`src/sv/i2cs_pkg.sv`:
```
// Package for the I2C address scanner: phase codes, widths, result struct
// and the gap counter load helper. No dependencies.
`timescale 1ns / 1ps
package i2cs_pkg;

	// Gap counter width and the other field widths
	localparam int GAP_COUNTER_BITS = 16;
	localparam int GAP_TICKS_W      = 16;
	localparam int ADDR_W           = 7;
	localparam int COUNT_W          = 8;
	localparam int PHASE_W          = 4;

	// APB register map: one 32-bit register per word
	localparam int PADDR_W  = 4;
	localparam int REG_SEL_W = 2;
	localparam logic [REG_SEL_W-1:0] REG_FIRST_ADDR = 2'd0;
	localparam logic [REG_SEL_W-1:0] REG_LAST_ADDR  = 2'd1;
	localparam logic [REG_SEL_W-1:0] REG_GAP_TICKS  = 2'd2;

	// Reset values of the configuration registers
	localparam logic [ADDR_W-1:0]      FIRST_ADDR_RST = 7'h03;
	localparam logic [ADDR_W-1:0]      LAST_ADDR_RST  = 7'h77;
	localparam logic [GAP_TICKS_W-1:0] GAP_TICKS_RST  = 16'd100;

	// Bus phase codes of the sequencer
	localparam logic [PHASE_W-1:0] PH_IDLE   = 4'd0;
	localparam logic [PHASE_W-1:0] PH_S_SCLH = 4'd1;
	localparam logic [PHASE_W-1:0] PH_S_SDAL = 4'd2;
	localparam logic [PHASE_W-1:0] PH_S_SCLL = 4'd3;
	localparam logic [PHASE_W-1:0] PH_B_SET  = 4'd4;
	localparam logic [PHASE_W-1:0] PH_B_SCLH = 4'd5;
	localparam logic [PHASE_W-1:0] PH_B_SCLL = 4'd6;
	localparam logic [PHASE_W-1:0] PH_A_REL  = 4'd7;
	localparam logic [PHASE_W-1:0] PH_A_SCLH = 4'd8;
	localparam logic [PHASE_W-1:0] PH_A_SCLL = 4'd9;
	localparam logic [PHASE_W-1:0] PH_A_TAKE = 4'd10;
	localparam logic [PHASE_W-1:0] PH_P_SDAL = 4'd11;
	localparam logic [PHASE_W-1:0] PH_P_SCLH = 4'd12;
	localparam logic [PHASE_W-1:0] PH_P_SDAH = 4'd13;
	localparam logic [PHASE_W-1:0] PH_GAP    = 4'd14;

	// Configuration seen by the sequencer
	typedef struct packed {
		logic [ADDR_W-1:0]      first_address;
		logic [ADDR_W-1:0]      last_address;
		logic [GAP_TICKS_W-1:0] gap_ticks;
	} cfg_t;

	// One result transaction
	typedef struct packed {
		logic               scl_out;
		logic               sda_out;
		logic               sda_released;
		logic               ack_valid;
		logic [ADDR_W-1:0]  ack_address;
		logic               busy_res;
		logic               scan_done;
		logic [COUNT_W-1:0] found_count;
	} res_t;

	// Gap load value, saturated to the counter range
	function automatic logic [GAP_COUNTER_BITS-1:0] gap_load(
			input logic [GAP_TICKS_W-1:0] ticks);
		logic [63:0] maxc;
		logic [63:0] g;
		maxc = (64'd1 << GAP_COUNTER_BITS) - 64'd1;
		g    = 64'(ticks);
		if (g > maxc) begin
			g = maxc;
		end
		return GAP_COUNTER_BITS'(g);
	endfunction

endpackage

```
`src/sv/i2cs_apb.sv`:
```
// APB configuration registers of the I2C address scanner.
// Depends on i2cs_pkg for the register map and reset values.
`timescale 1ns / 1ps
module i2cs_apb
	import i2cs_pkg::*;
(
	input  logic               clk,
	input  logic               arst_n,
	input  logic               psel,
	input  logic               penable,
	input  logic               pwrite,
	input  logic [PADDR_W-1:0] paddr,
	input  logic [31:0]        pwdata,
	output logic [31:0]        prdata,
	output logic               pready,
	output cfg_t               cfg
);

	logic [ADDR_W-1:0]      first_q;
	logic [ADDR_W-1:0]      last_q;
	logic [GAP_TICKS_W-1:0] gap_q;
	logic [REG_SEL_W-1:0]   sel;
	logic                   wr_en;

	assign pready = 1'b1;
	assign sel    = paddr[PADDR_W-1:2];
	assign wr_en  = psel && penable && pwrite;

	// Register writes; unmapped words are ignored
	always_ff @(posedge clk or negedge arst_n) begin
		if (!arst_n) begin
			first_q <= FIRST_ADDR_RST;
			last_q  <= LAST_ADDR_RST;
			gap_q   <= GAP_TICKS_RST;
		end else if (wr_en) begin
			case (sel)
				REG_FIRST_ADDR: first_q <= pwdata[ADDR_W-1:0];
				REG_LAST_ADDR:  last_q  <= pwdata[ADDR_W-1:0];
				REG_GAP_TICKS:  gap_q   <= pwdata[GAP_TICKS_W-1:0];
				default: ;
			endcase
		end
	end

	// Read mux
	always_comb begin
		case (sel)
			REG_FIRST_ADDR: prdata = 32'(first_q);
			REG_LAST_ADDR:  prdata = 32'(last_q);
			REG_GAP_TICKS:  prdata = 32'(gap_q);
			default:        prdata = 32'd0;
		endcase
	end

	assign cfg.first_address = first_q;
	assign cfg.last_address  = last_q;
	assign cfg.gap_ticks     = gap_q;

endmodule

```
`src/sv/i2cs_seq.sv`:
```
// I2C address scanner bus phase sequencer: at most one phase per tick.
// Depends on i2cs_pkg for phase codes, cfg_t and res_t.
`timescale 1ns / 1ps
module i2cs_seq
	import i2cs_pkg::*;
(
	input  logic clk,
	input  logic arst_n,
	input  logic tick,
	input  logic start_scan,
	input  logic sda_in,
	input  cfg_t cfg,
	output res_t res
);

	logic [PHASE_W-1:0]          phase_q, phase_d;
	logic [2:0]                  bit_q, bit_d;
	logic [ADDR_W-1:0]           addr_q, addr_d;
	logic [GAP_COUNTER_BITS-1:0] gap_q, gap_d;
	logic [COUNT_W-1:0]          total_q, total_d;
	logic                        scl_q, scl_d;
	logic                        sda_q, sda_d;
	logic                        rel_q, rel_d;
	logic                        ack_v;
	logic                        done;
	logic [2:0]                  bit_sel;

	// Address bit for the current shift position (write bit is 0)
	assign bit_sel = bit_q - 3'd1;

	// Next phase and line levels
	always_comb begin
		phase_d = phase_q;
		bit_d   = bit_q;
		addr_d  = addr_q;
		gap_d   = gap_q;
		total_d = total_q;
		scl_d   = scl_q;
		sda_d   = sda_q;
		rel_d   = rel_q;
		ack_v   = 1'b0;
		done    = 1'b0;
		case (phase_q)
			PH_IDLE: begin
				if (start_scan) begin
					total_d = '0;
					addr_d  = cfg.first_address;
					if (cfg.first_address > cfg.last_address) begin
						done = 1'b1;
					end else begin
						sda_d   = 1'b1;
						rel_d   = 1'b0;
						phase_d = PH_S_SCLH;
					end
				end
			end
			PH_S_SCLH: begin
				scl_d   = 1'b1;
				phase_d = PH_S_SDAL;
			end
			PH_S_SDAL: begin
				sda_d   = 1'b0;
				phase_d = PH_S_SCLL;
			end
			PH_S_SCLL: begin
				scl_d   = 1'b0;
				bit_d   = 3'd7;
				phase_d = PH_B_SET;
			end
			PH_B_SET: begin
				sda_d   = (bit_q == 3'd0) ? 1'b0 : addr_q[bit_sel];
				phase_d = PH_B_SCLH;
			end
			PH_B_SCLH: begin
				scl_d   = 1'b1;
				phase_d = PH_B_SCLL;
			end
			PH_B_SCLL: begin
				scl_d = 1'b0;
				if (bit_q == 3'd0) begin
					phase_d = PH_A_REL;
				end else begin
					bit_d   = bit_q - 3'd1;
					phase_d = PH_B_SET;
				end
			end
			PH_A_REL: begin
				rel_d   = 1'b1;
				phase_d = PH_A_SCLH;
			end
			PH_A_SCLH: begin
				// Sample ACK: line low means the address answered
				scl_d = 1'b1;
				if (!sda_in) begin
					ack_v   = 1'b1;
					total_d = total_q + 8'd1;
				end
				phase_d = PH_A_SCLL;
			end
			PH_A_SCLL: begin
				scl_d   = 1'b0;
				phase_d = PH_A_TAKE;
			end
			PH_A_TAKE: begin
				rel_d   = 1'b0;
				phase_d = PH_P_SDAL;
			end
			PH_P_SDAL: begin
				sda_d   = 1'b0;
				phase_d = PH_P_SCLH;
			end
			PH_P_SCLH: begin
				scl_d   = 1'b1;
				phase_d = PH_P_SDAH;
			end
			PH_P_SDAH: begin
				sda_d   = 1'b1;
				gap_d   = gap_load(cfg.gap_ticks);
				phase_d = PH_GAP;
			end
			PH_GAP: begin
				if (gap_q != '0) begin
					gap_d = gap_q - GAP_COUNTER_BITS'(1);
				end else if (addr_q >= cfg.last_address) begin
					done    = 1'b1;
					phase_d = PH_IDLE;
				end else begin
					addr_d  = addr_q + 7'd1;
					sda_d   = 1'b1;
					rel_d   = 1'b0;
					phase_d = PH_S_SCLH;
				end
			end
			default: begin
				phase_d = PH_IDLE;
			end
		endcase
	end

	// Sequencer state advances on each accepted tick
	always_ff @(posedge clk or negedge arst_n) begin
		if (!arst_n) begin
			phase_q <= PH_IDLE;
			bit_q   <= 3'd7;
			addr_q  <= '0;
			gap_q   <= '0;
			total_q <= '0;
			scl_q   <= 1'b1;
			sda_q   <= 1'b1;
			rel_q   <= 1'b0;
		end else if (tick) begin
			phase_q <= phase_d;
			bit_q   <= bit_d;
			addr_q  <= addr_d;
			gap_q   <= gap_d;
			total_q <= total_d;
			scl_q   <= scl_d;
			sda_q   <= sda_d;
			rel_q   <= rel_d;
		end
	end

	// Result of this tick, taken from the next-state values
	assign res.scl_out      = scl_d;
	assign res.sda_out      = sda_d;
	assign res.sda_released = rel_d;
	assign res.ack_valid    = ack_v;
	assign res.ack_address  = ack_v ? addr_q : '0;
	assign res.busy_res     = (phase_d != PH_IDLE);
	assign res.scan_done    = done;
	assign res.found_count  = total_d;

endmodule

```
`src/sv/i2c_address_scanner.sv`:
```
// Top level of the I2C address scanner: APB registers, phase sequencer and
// output register. Depends on i2cs_pkg, i2cs_apb and i2cs_seq.
//
// Channel   Direction  Handshake              Payload
// input     in         in_valid / in_stall    start_scan, sda_in
// output    out        out_valid / out_stall  scl_out .. found_count
// config    in         APB psel/penable       paddr, pwdata, prdata
//
// One tick is taken per clock cycle unless stalled; its result shows in
// the output register on the next cycle. The sequencer's phase step is the
// only logic between the state registers and the output register.
// in_stall rises only while a result sits stalled in the output register.
// Reset puts sequencer lines high, the scan idle, APB registers at defaults.
`timescale 1ns / 1ps
module i2c_address_scanner
	import i2cs_pkg::*;
(
	input  logic               clk,
	input  logic               arst_n,
	input  logic               in_valid,
	output logic               in_stall,
	input  logic               start_scan,
	input  logic               sda_in,
	output logic               out_valid,
	input  logic               out_stall,
	output logic               scl_out,
	output logic               sda_out,
	output logic               sda_released,
	output logic               ack_valid,
	output logic [ADDR_W-1:0]  ack_address,
	output logic               busy_res,
	output logic               scan_done,
	output logic [COUNT_W-1:0] found_count,
	input  logic               psel,
	input  logic               penable,
	input  logic               pwrite,
	input  logic [PADDR_W-1:0] paddr,
	input  logic [31:0]        pwdata,
	output logic [31:0]        prdata,
	output logic               pready
);

	cfg_t cfg;
	res_t res;
	res_t res_q;
	logic out_valid_q;
	logic tick;

	i2cs_apb u_apb (
		.clk     (clk),
		.arst_n  (arst_n),
		.psel    (psel),
		.penable (penable),
		.pwrite  (pwrite),
		.paddr   (paddr),
		.pwdata  (pwdata),
		.prdata  (prdata),
		.pready  (pready),
		.cfg     (cfg)
	);

	// Accept when the output register is empty or being drained
	assign in_stall = out_valid_q && out_stall;
	assign tick     = in_valid && !in_stall;

	i2cs_seq u_seq (
		.clk        (clk),
		.arst_n     (arst_n),
		.tick       (tick),
		.start_scan (start_scan),
		.sda_in     (sda_in),
		.cfg        (cfg),
		.res        (res)
	);

	// Output register valid
	always_ff @(posedge clk or negedge arst_n) begin
		if (!arst_n) begin
			out_valid_q <= 1'b0;
		end else if (tick) begin
			out_valid_q <= 1'b1;
		end else if (!out_stall) begin
			out_valid_q <= 1'b0;
		end
	end

	// Output register payload
	always_ff @(posedge clk) begin
		if (tick) begin
			res_q <= res;
		end
	end

	assign out_valid    = out_valid_q;
	assign scl_out      = res_q.scl_out;
	assign sda_out      = res_q.sda_out;
	assign sda_released = res_q.sda_released;
	assign ack_valid    = res_q.ack_valid;
	assign ack_address  = res_q.ack_address;
	assign busy_res     = res_q.busy_res;
	assign scan_done    = res_q.scan_done;
	assign found_count  = res_q.found_count;

endmodule

```
`config.mk`:
```
export PLATFORM = sky130hd
export DESIGN_NAME = i2c_address_scanner
export DESIGN_NICKNAME = d
export VERILOG_FILES = /design/src/sv/i2cs_pkg.sv /design/src/sv/i2cs_apb.sv /design/src/sv/i2cs_seq.sv /design/src/sv/i2c_address_scanner.sv
export SDC_FILE = /design/constraint.sdc
export NUM_CORES = 1
export LEC_CHECK = 0
export BUFFER_PORTS_ARGS = -buffer_cell sky130_fd_sc_hd__buf_4
export CAP_MARGIN = 20
export CELL_PAD_IN_SITES_DETAIL_PLACEMENT = 0
export CELL_PAD_IN_SITES_GLOBAL_PLACEMENT = 2
export CORE_MARGIN = 4
export CORE_UTILIZATION = 38
export CTS_BUF_LIST = sky130_fd_sc_hd__clkbuf_8
export CTS_CLUSTER_DIAMETER = 200
export DETAILED_ROUTE_END_ITERATION = 8
export PLACE_DENSITY_LB_ADDON = 0.1
export SYNTH_ARGS = -nofsm -noshare
export SYNTH_HDL_FRONTEND = slang
export SYNTH_SLANG_ARGS = --single-unit
```
`constraint.sdc`:
```
create_clock -name clk -period 7.8 [get_ports clk]
set_input_delay 1.95 -clock clk [delete_from_list [all_inputs] [get_ports clk]]
set_output_delay 1.95 -clock clk [all_outputs]
set_load 0.02 [all_outputs]
```
==> impl_metrics.toml, run 1 <==
[yosys]
syn_area_per_cell_um2 = 9.636
async_flop_share_pct = 77.42
synthesis.instances = 556
synth_enable_flop_cells = 21
yosysSeqAreaShare_pct = 45.77
yosys_most_used_dff = "dfrtp_1"
synth_cell_types = 56
yosysWarnings = 0
synth-seq-cells = 93
syn_area_um2 = 5358

[clocking]
post-cts-setup-buffers = 0
cts.sinks = 93
cts_tree = "done"
cts_buffer_depth = 2
hold_buffers = 0
cts_resized = 0
insertion_delay_ns = 0.37
path_clk_slew_ns = 0.09
clockRootBuffer = "clkbuf_8"
cts_made_buffers = 9
h-tree-depth = 3

[timing]
max-slew-margin-rel_pct = 35.54
rsz0062_at_grt = "no"
hold_viol = 0
clock_skew_ns = 0.005130
setup_tns_ns = 0
slew_violations = 0
fin_hold_ws_ns = 0.4875
worst_pin_slew_ns = 0.9669
min_period_ns = 4.958
setup_viol = 0
finalCritPeriodShare_pct = 63.57
fmax_mhz = 201.7

[power]
power_switching_w = 0.0007843
pwr-share-clk_pct = 17.3
comb_power_share_pct = 38.9
swShare_pct = 40.63
max-vdd-ir-drop_mv = 0.1268
power_leakage_nw = 2.634
p_int_w = 0.001146
power_density_nw_per_um2 = 314.4
pwr-share-seq_pct = 43.8

[final_layout]
syn2layout_area_growth_pct = 14.60
fin_util_pct = 44.40
regArea_um2 = 2452
multi_input_area_um2 = 2649
layout.nets = 673
drive_gt1_share_pct = 24.59
final_common_cell = "buf_4"
final_cell_mix = "71 x buf_4, 56 x dfrtp_1, 55 x o21ai_0"
nFillCells = 1376
antenna_cells = 0

[detailed_routing]
drc_errors = 0
firstDrtPassIters = 4
ant_nets = 0
post_drt_wl_per_cell_um = 16.18
finalWirelength_um = 12840
vias_per_cell = 5.251
drt_iter0_drc = 200
vias = 4169

[floorplanning]
die_w_um = 126.7
pin_count = 101
start_util_pct = 38.75
dieArea_um2 = 16060
std_cell_rows = 43
core_um2 = 13830
chipHeight_um = 126.7

[global_route]
gr-usage-all-layers_pct = 16.73
grt_pass1_wl_um = 21780
antenna_found_initial = 0
grt_pass1_vias = 4304
grt_max_degree = 73
grt_overflow = 0

[worst_setup_path]
crit_path_start_kind = "primary input"
cp.arrival_ns = 3.01
crit_path_max_fanout = 13
worstSetupEndpointType = "primary output"
critPathKind = "in2out"
crit_required_ns = 5.85

[placed_design]
io_buffers = 65
place.gp.congestion = 0.8151
place_hpwl_um = 8969

[min_path]
hold_class = "reg2reg"

[run]
drv_cap = 0

[status]
outcome = "complete, no violations"
## worst max-delay path: stages
cell and delay (ns):
buf_4 0.17, nor2b_1 0.29, buf_4 0.26, nand2_1 0.07, o21ai_0 0.08, buf_4 0.18
## path summary, 6_finish.rpt
| path | startpoint | endpoint | slack (ns) | depth (start not counted) |
|---|---|---|---|---|
| max in group asynchronous | arst_n | u_apb.first_q[2]$_DFFE_PN0P_ | 5.45 | 1 |
| max | paddr[2] | prdata[6] | 2.84 | 6 |
| min reg2reg | u_seq.scl_q$_DFFE_PN1P_ | u_seq.scl_q$_DFFE_PN1P_ | 0.49 | 2 |
| min | u_seq.scl_q$_DFFE_PN1P_ | u_seq.scl_q$_DFFE_PN1P_ | 0.49 | 2 |
| max reg2reg | u_seq.gap_q[0]$_DFFE_PN0P_ | busy_res$_DFFE_PP_ | 4.52 | 8 |
| min in group asynchronous | arst_n | out_valid$_DFFE_PN0P_ | 1.71 | 1 |
## cells in the mapped netlist, types with 11 or more instances
cell | n | area, um^2
a21oi_1 | 36 | 180.2
and2_1 | 16 | 100.1
buf_4 | 17 | 127.6
clkbuf_1 | 23 | 86.33
dfrtp_1 | 56 | 1401
dfstp_2 | 16 | 420.4
edfxtp_1 | 21 | 630.6
ha_1 | 19 | 237.7
inv_1 | 19 | 71.32
mux2_2 | 35 | 394.1
mux2i_1 | 11 | 110.1
nand2_1 | 43 | 161.4
nand3_1 | 19 | 95.09
nor2_1 | 37 | 138.9
nor3_1 | 19 | 95.09
o21ai_0 | 55 | 275.3
## per-layer routing
layer  track usage [%]  vias to the layer above  part of all wire (%)
met2             27.52                       91                    48
li1                  -                     2075                     -
met1             21.87                     1982                    46
met3             2.737                       21                   4.0
met4             7.066                        0                   2.3
met5                 0                        -                     0
## power groups by stage
stage / clock (W) / combinational (W) / sequential [W]
final: 0.000334 / 0.000751 / 0.000845
after global routing: 0.000368 / 0.000855 / 0.000878
after CTS: 0.000346 / 0.000760 / 0.000847
after detailed placement: 0 / 0.000755 / 0.000857
after global placement: 0 / 0.000739 / 0.000850
after floorplan: 0 / 0.000614 / 0.000775
## flip-flops by register name, indices dropped and copies added, names as in the netlist, 3 cells and up
register       cells
u_apb.gap_q       16
u_seq.gap_q       16
found_count        8
u_seq.total_q      8
ack_address        7
u_apb.first_q      7
u_apb.last_q       7
u_seq.addr_q       7
u_seq.phase_q      4
u_seq.bit_q        3
## per-stage QoR
stage / setup WS [ns] / instance area, um^2 / std cells / total power, W
floorplan: 2.816 / 5414 / 571 / 0.001389
global placement: 2.402 / 5927 / 776 / 0.001589
detailed placement: 2.383 / 5927 / 776 / 0.001612
CTS: 2.381 / 6127 / 792 / 0.001952
global route: 2.744 / 6140 / 794 / 0.002102
finish: 2.842 / 6140 / 794 / 0.001930
## logic make-up (layout without fill, tap and decap cells)
family                   Yosys count  count (layout)  synth area share (%)
AO/OA/AOI/OAI                    143             143                 15.86
buffers and inverters             65             108                 5.932
AND/OR/NAND/NOR                  182             182                 17.21
XOR/XNOR                           5               5                0.8175
flip-flops                        93              93                 45.77
multiplexers                      47              47                 9.832
adder cells (fa/ha/maj)           19              19                 4.437
other                              2              17                0.1402
## area by class of cell
| cell class | count | area share (%) |
|---|---|---|
| Multi-Input combinational cell | 413 | 43.14 |
| Clock inverter | 6 | 1.019 |
| Tap cell | 180 | 3.668 |
| Inverter | 20 | 1.223 |
| Sequential cell | 93 | 39.94 |
| Timing Repair Buffer | 72 | 8.763 |
| Clock buffer | 10 | 2.242 |
(Power assumes the default switching activity.)
==> run 2: changes to the inputs <==
--- a/config.mk
+++ b/config.mk
@@ -10,7 +10,7 @@
 export CELL_PAD_IN_SITES_DETAIL_PLACEMENT = 0
 export CELL_PAD_IN_SITES_GLOBAL_PLACEMENT = 2
 export CORE_MARGIN = 4
-export CORE_UTILIZATION = 38
+export CORE_UTILIZATION = 32
 export CTS_BUF_LIST = sky130_fd_sc_hd__clkbuf_8
 export CTS_CLUSTER_DIAMETER = 200
 export DETAILED_ROUTE_END_ITERATION = 8
==> constraint.sdc (replaced) <==
create_clock -name clk -period 4.39 [get_ports clk]
set_input_delay 1.0975 -clock clk [delete_from_list [all_inputs] [get_ports clk]]
set_output_delay 1.0975 -clock clk [all_outputs]
set_load 0.02 [all_outputs]
==> run 2 against run 1 <==
Register-to-register slack got worse by 3.3 ns. Critical path type unchanged. Non-clock buffer count increased by 3. Power rose by 81%. Critical endpoint is now prdata[1]. Clock-buffer cell count is 1 lower.
==> impl_metrics.toml, run 2 (synthesis gave the netlist of run 1 again) <==
[detailed_routing]
firstDrtPassIters = 4
vias = 4186
drt_iter0_drc = 170
drc_errors = 0
ant_nets = 0
vias_per_cell = 5.001
finalWirelength_um = 13450
post_drt_wl_per_cell_um = 16.07

[placed_design]
place.gp.congestion = 0.7670
place_area_um2 = 6007
io_buffers = 65
post-place-cells = 820
place_hpwl_um = 9458

[global_route]
grt_overflow = 0
grt_pass1_vias = 4241
grt_pass1_wl_um = 22130
grt_max_degree = 73
gr-usage-all-layers_pct = 14.94
antenna_found_initial = 0

[clocking]
clockRootBuffer = "clkbuf_8"
cts_tree = "done"
h-tree-depth = 3
post-cts-setup-buffers = 0
path_clk_slew_ns = 0.09
cts_resized = 0
cts.sinks = 93
hold_buffers = 0
cts_made_buffers = 9
insertion_delay_ns = 0.37
cts_buffer_depth = 2

[worst_setup_path]
crit_required_ns = 3.29
cp.arrival_ns = 2.11
crit_path_max_fanout = 13
critPathKind = "in2out"
worstSetupEndpointType = "primary output"
crit_path_start_kind = "primary input"

[final_layout]
syn2layout_area_growth_pct = 16.63
final_common_cell = "buf_4"
antenna_cells = 0
reg.largest.list = "u_apb.gap_q x16, u_seq.gap_q x16"
final_cell_mix = "74 x buf_4, 56 x dfrtp_1, 55 x o21ai_0"
multi_input_area_um2 = 2649
layout.cells.non_filler = 837
regArea_um2 = 2452
layout.nets = 676
drive_gt1_share_pct = 24.80
nFillCells = 1710
final_design_area_no_fill_um2 = 6248

[timing]
slew_violations = 0
rsz0062_at_grt = "no"
max-slew-margin-rel_pct = 37.06
fmax_mhz = 311.4
clock_skew_ns = 0.008902
setup_viol = 0
setup_tns_ns = 0
fin_hold_ws_ns = 0.4903
finalCritPeriodShare_pct = 73.15
worst_pin_slew_ns = 0.9414
hold_viol = 0
min_period_ns = 3.211

[power]
max-vdd-ir-drop_mv = 0.2142
power_w = 0.003487
power_density_nw_per_um2 = 558.1
power_leakage_nw = 2.657

[floorplanning]
pin_count = 101
chipHeight_um = 137.4
std_cell_rows = 47
die_w_um = 137.4
start_util_pct = 32.54
dieArea_um2 = 18880
core_um2 = 16470

[status]
outcome = "complete, no violations"

[run]
drv_cap = 0

[min_path]
hold_class = "reg2reg"
==> run 2: cell types whose count changed in the layout (fill, tap and decap cells not counted), sizes merged <==
cell      change
buf           +3
bufinv        +1
clkbuf        -1
clkinv        -1
clkinvlp      +1
==> run 2: power breakdown <==
part	total, W	leakage (nW)	switching (W)	internal (W)
Sequential	0.00150	1.08	0.000341	0.00116
Combinational	0.00135	1.48	0.000746	0.000601
Clock	0.000636	0.107	0.000318	0.000318
==> run 2: worst max-delay path, cell delays in order <==
cell	delay (ns)
buf_4	0.18
nor2b_1	0.24
buf_4	0.25
nand2_1	0.06
o21ai_0	0.09
buf_4	0.18
==> run 2: final cells by class <==
class	count	area share [%]
Inverter	20	1.201
Timing Repair Buffer	75	9.331
Clock buffer	9	1.982
Clock inverter	7	1.442
Sequential cell	93	39.25
Multi-Input combinational cell	413	42.39
Tap cell	220	4.405
==> run 2: through the flow <==
stage / utilization [%] / setup WS, ns
6_report: 37.95 / 1.179
5_1_grt: 37.95 / 0.9697
4_1_cts: 37.78 / 1.198
3_5_place_dp: 36.48 / 1.205
3_3_place_gp: 36.48 / 1.199
2_1_floorplan: - / 1.111
==> run 2: routing by layer <==
metal  vias up  wire length [um]  track usage, %
li1       2077                 -               -
met1      1999              6334           20.15
met2        96              6409           24.32
met3        14               511           2.374
met4         0               193           5.211
met5         -                 0               0
==> run 2: final timing paths <==
check / from / end / slack, ns / cells past startpoint
setup / recovery: paddr[2] / prdata[1] / 1.18 / 6
hold / removal: u_seq.scl_q$_DFFE_PN1P_ / u_seq.scl_q$_DFFE_PN1P_ / 0.49 / 2
setup reg to reg: u_seq.gap_q[0]$_DFFE_PN0P_ / u_seq.addr_q[4]$_DFFE_PN0P_ / 1.26 / 8
hold reg to reg: u_seq.scl_q$_DFFE_PN1P_ / u_seq.scl_q$_DFFE_PN1P_ / 0.49 / 2
max in group asynchronous: arst_n / u_apb.last_q[4]$_DFFE_PN1P_ / 3.11 / 2
min in group asynchronous: arst_n / u_seq.total_q[7]$_DFFE_PN0P_ / 0.63 / 1
==> run 3: changes to the inputs <==
--- a/config.mk
+++ b/config.mk
@@ -5,12 +5,13 @@
 export SDC_FILE = /design/constraint.sdc
 export NUM_CORES = 1
 export LEC_CHECK = 0
+export ABC_AREA = 1
 export BUFFER_PORTS_ARGS = -buffer_cell sky130_fd_sc_hd__buf_4
 export CAP_MARGIN = 20
 export CELL_PAD_IN_SITES_DETAIL_PLACEMENT = 0
 export CELL_PAD_IN_SITES_GLOBAL_PLACEMENT = 2
 export CORE_MARGIN = 4
-export CORE_UTILIZATION = 32
+export CORE_UTILIZATION = 33
 export CTS_BUF_LIST = sky130_fd_sc_hd__clkbuf_8
 export CTS_CLUSTER_DIAMETER = 200
 export DETAILED_ROUTE_END_ITERATION = 8
==> constraint.sdc (replaced) <==
create_clock -name clk -period 3.2 [get_ports clk]
set_input_delay 0.8 -clock clk [delete_from_list [all_inputs] [get_ports clk]]
set_output_delay 0.8 -clock clk [all_outputs]
set_load 0.02 [all_outputs]
==> run 3 against run 2 <==
Clock power rose by 37%. Global-route usage rose by 1.1 points. Sequential share of layout area down 0.42 points. Power rose by 37%. Hold slack worse by 0.19 ns. Clock-buffer cell count is the same. Non-clock buffer count decreased by 2. Synthesized area increased by 1.3%. Synthesized cell count rose by 26%. Sequential cell count unchanged. Largest cell class is now registers. Highest routed layer unchanged.
==> impl_metrics.toml, run 3 <==
[detailed_routing]
finalWirelength_um = 14230
post_drt_wl_per_cell_um = 14.40
drc_errors = 0
firstDrtPassIters = 5
ant_nets = 0
drt_iter0_drc = 329
vias_per_cell = 4.717
vias = 4660

[yosys]
synth_enable_flop_cells = 21
yosys_most_used_dff = "dfrtp_1"
synth_top_family_by_area = "simple AND/OR/NAND/NOR gates"
synthTopCellsByArea = "dfrtp_1 26%, edfxtp_1 12%, nand2_1 11%"
syn_area_per_cell_um2 = 7.734
synth-simple-area-share_pct = 23.74
synth_common_cells = "164 x nand2_1, 93 x inv_1, 80 x nor2_1"
yosysWarnings = 0
syn_area_um2 = 5429
synth_cell_types = 46
synthAdderAreaFrac_pct = 4.379
synth-seq-cells = 93
synth_top_area_share_pct = 25.81
yosysSeqAreaShare_pct = 45.17
yosysTopAreaCell = "dfrtp_1"
synth.most_common_cell = "nand2_1"
synth-xor-area-share_pct = 0.8066
synthesis.instances = 702
async_flop_share_pct = 77.42
synthMuxAreaShare_pct = 0
synth-compound-area-share_pct = 14.93

[power]
power_leakage_nw = 3.070
power_density_nw_per_um2 = 755.0
power_switching_w = 0.002005
swShare_pct = 42.05
max-vdd-ir-drop_mv = 0.2536
comb_power_share_pct = 40.6
p_int_w = 0.002763
pwr-share-seq_pct = 41.0
pwr-share-clk_pct = 18.3

[clocking]
cts_tree = "done"
cts_made_buffers = 9
cts.sinks = 93
path_clk_slew_ns = 0.10
cts_buffer_depth = 2
post-cts-setup-buffers = 0
hold_buffers = 0
cts_resized = 0
h-tree-depth = 3
clockRootBuffer = "clkbuf_8"
insertion_delay_ns = 0.37

[floorplanning]
chipHeight_um = 136.3
std_cell_rows = 46
start_util_pct = 33.93
core_um2 = 16000
pin_count = 101
die_w_um = 136.3
dieArea_um2 = 18570

[worst_setup_path]
worstReg2RegEnd = "u_seq.addr_q[0]$_DFFE_PN0P_"
cp-endpoint = "prdata[6]"
ff2ff_setup_slack_ns = 1.02
crit_required_ns = 2.40
crit_path_max_fanout = 12
ff2ff_path_depth = 10
crit_start = "paddr[3]"
critPathKind = "in2out"
timing.rr.start = "u_apb.last_q[2]$_DFFE_PN1P_"
worstSetupEndpointType = "primary output"
cp.arrival_ns = 1.81
crit_path_start_kind = "primary input"

[global_route]
grt_max_degree = 73
grt_pass1_wl_um = 23600
antenna_found_initial = 0
gr-usage-all-layers_pct = 16.08
grt_overflow = 0
grt_pass1_vias = 4603

[placed_design]
place.gp.congestion = 0.8660
place_hpwl_um = 10610
io_buffers = 65
place_area_um2 = 6080
pre_cts_slack_ns = 0.5897

[timing]
max-slew-margin-rel_pct = 64.15
hold_viol = 0
setup_viol = 0
min_period_ns = 2.613
setup_tns_ns = 0
slew_violations = 0
fin_ws_ns = 0.5875
rsz0062_at_grt = "no"
fmax_mhz = 382.8
fin_hold_ws_ns = 0.2967
clock_skew_ns = 0.01193
finalCritPeriodShare_pct = 81.64
worst_pin_slew_ns = 0.5369

[final_layout]
drive_gt1_share_pct = 16.19
antenna_cells = 0
final_design_area_no_fill_um2 = 6316
final_cell_mix = "164 x nand2_1, 96 x inv_1, 80 x nor2_1"
reg.largest.list = "u_apb.gap_q x16, u_seq.gap_q x16"
final_common_cell = "nand2_1"
fin_util_pct = 39.47
nFillCells = 1745
layout.nets = 831
syn2layout_area_growth_pct = 16.34

[status]
outcome = "complete, no violations"

[run]
drv_cap = 0

[min_path]
hold_class = "in2async"
-- run 3: worst min path at each step --
| stage | endpoint | slack [ns] | cells after the start |
|---|---|---|---|
| after floorplan | u_seq.sda_q$_DFFE_PN1P_ | 0.45 | 2 |
| after global placement | u_seq.sda_q$_DFFE_PN1P_ | 0.46 | 2 |
| after detailed placement | u_seq.sda_q$_DFFE_PN1P_ | 0.47 | 2 |
| after CTS | u_seq.sda_q$_DFFE_PN1P_ | 0.48 | 2 |
| after global routing | u_seq.gap_q[11]$_DFFE_PN0P_ | 0.29 | 1 |
| final | u_seq.phase_q[0]$_DFFE_PN0P_ | 0.30 | 1 |
-- run 3: area by class of cell --
class                   instances  area, um^2  area share [%]
clock buffers                   9       123.9           1.961
clock inverters                 7       85.08           1.347
inverters                      97       366.6           5.804
multi-input cells             493        2450           38.79
flip-flops and latches         93        2452           38.83
well taps                     216       270.3           4.279
repair buffers                 73       568.0           8.994
-- run 3: cell families (layout without fill, tap and decap cells) --
group | Yosys count | after routing
fa+ha+maj | 19 | 19
other cells | 2 | 17
simple gates | 309 | 309
buf+inv | 131 | 186
flops | 93 | 93
compound gates | 143 | 143
xor+xnor | 5 | 5
-- run 3: per-stage QoR --
step           power, W  std cells
4_1_cts        0.004810        987
3_5_place_dp   0.003918        971
2_1_floorplan  0.003333        717
6_report       0.004769        988
5_1_grt        0.005205        988
3_3_place_gp   0.003888        971
-- run 3: critical path: stages --
cell	delay, ns
buf_4	0.11
inv_1	0.06
nor2_1	0.04
buf_4	0.14
inv_1	0.29
o221ai_1	0.17
buf_4	0.19
-- run 3: power by group through the flow --
stage               Sequential [W]  Combinational, W  Clock (W)
CTS                        0.00196           0.00195   0.000906
floorplan                  0.00193           0.00141          0
finish                     0.00196           0.00194   0.000873
detailed placement         0.00198           0.00194          0
global placement           0.00198           0.00191          0
global route               0.00201           0.00224   0.000955
-- run 3: layer usage --
metal / GRT usage, % / up-vias / wire (um)
met5: 0 / - / 0
li1: - / 2382 / -
met1: 23.10 / 2187 / 7193
met3: 2.924 / 11 / 452
met4: 4.479 / 0 / 182
met2: 24.85 / 80 / 6403
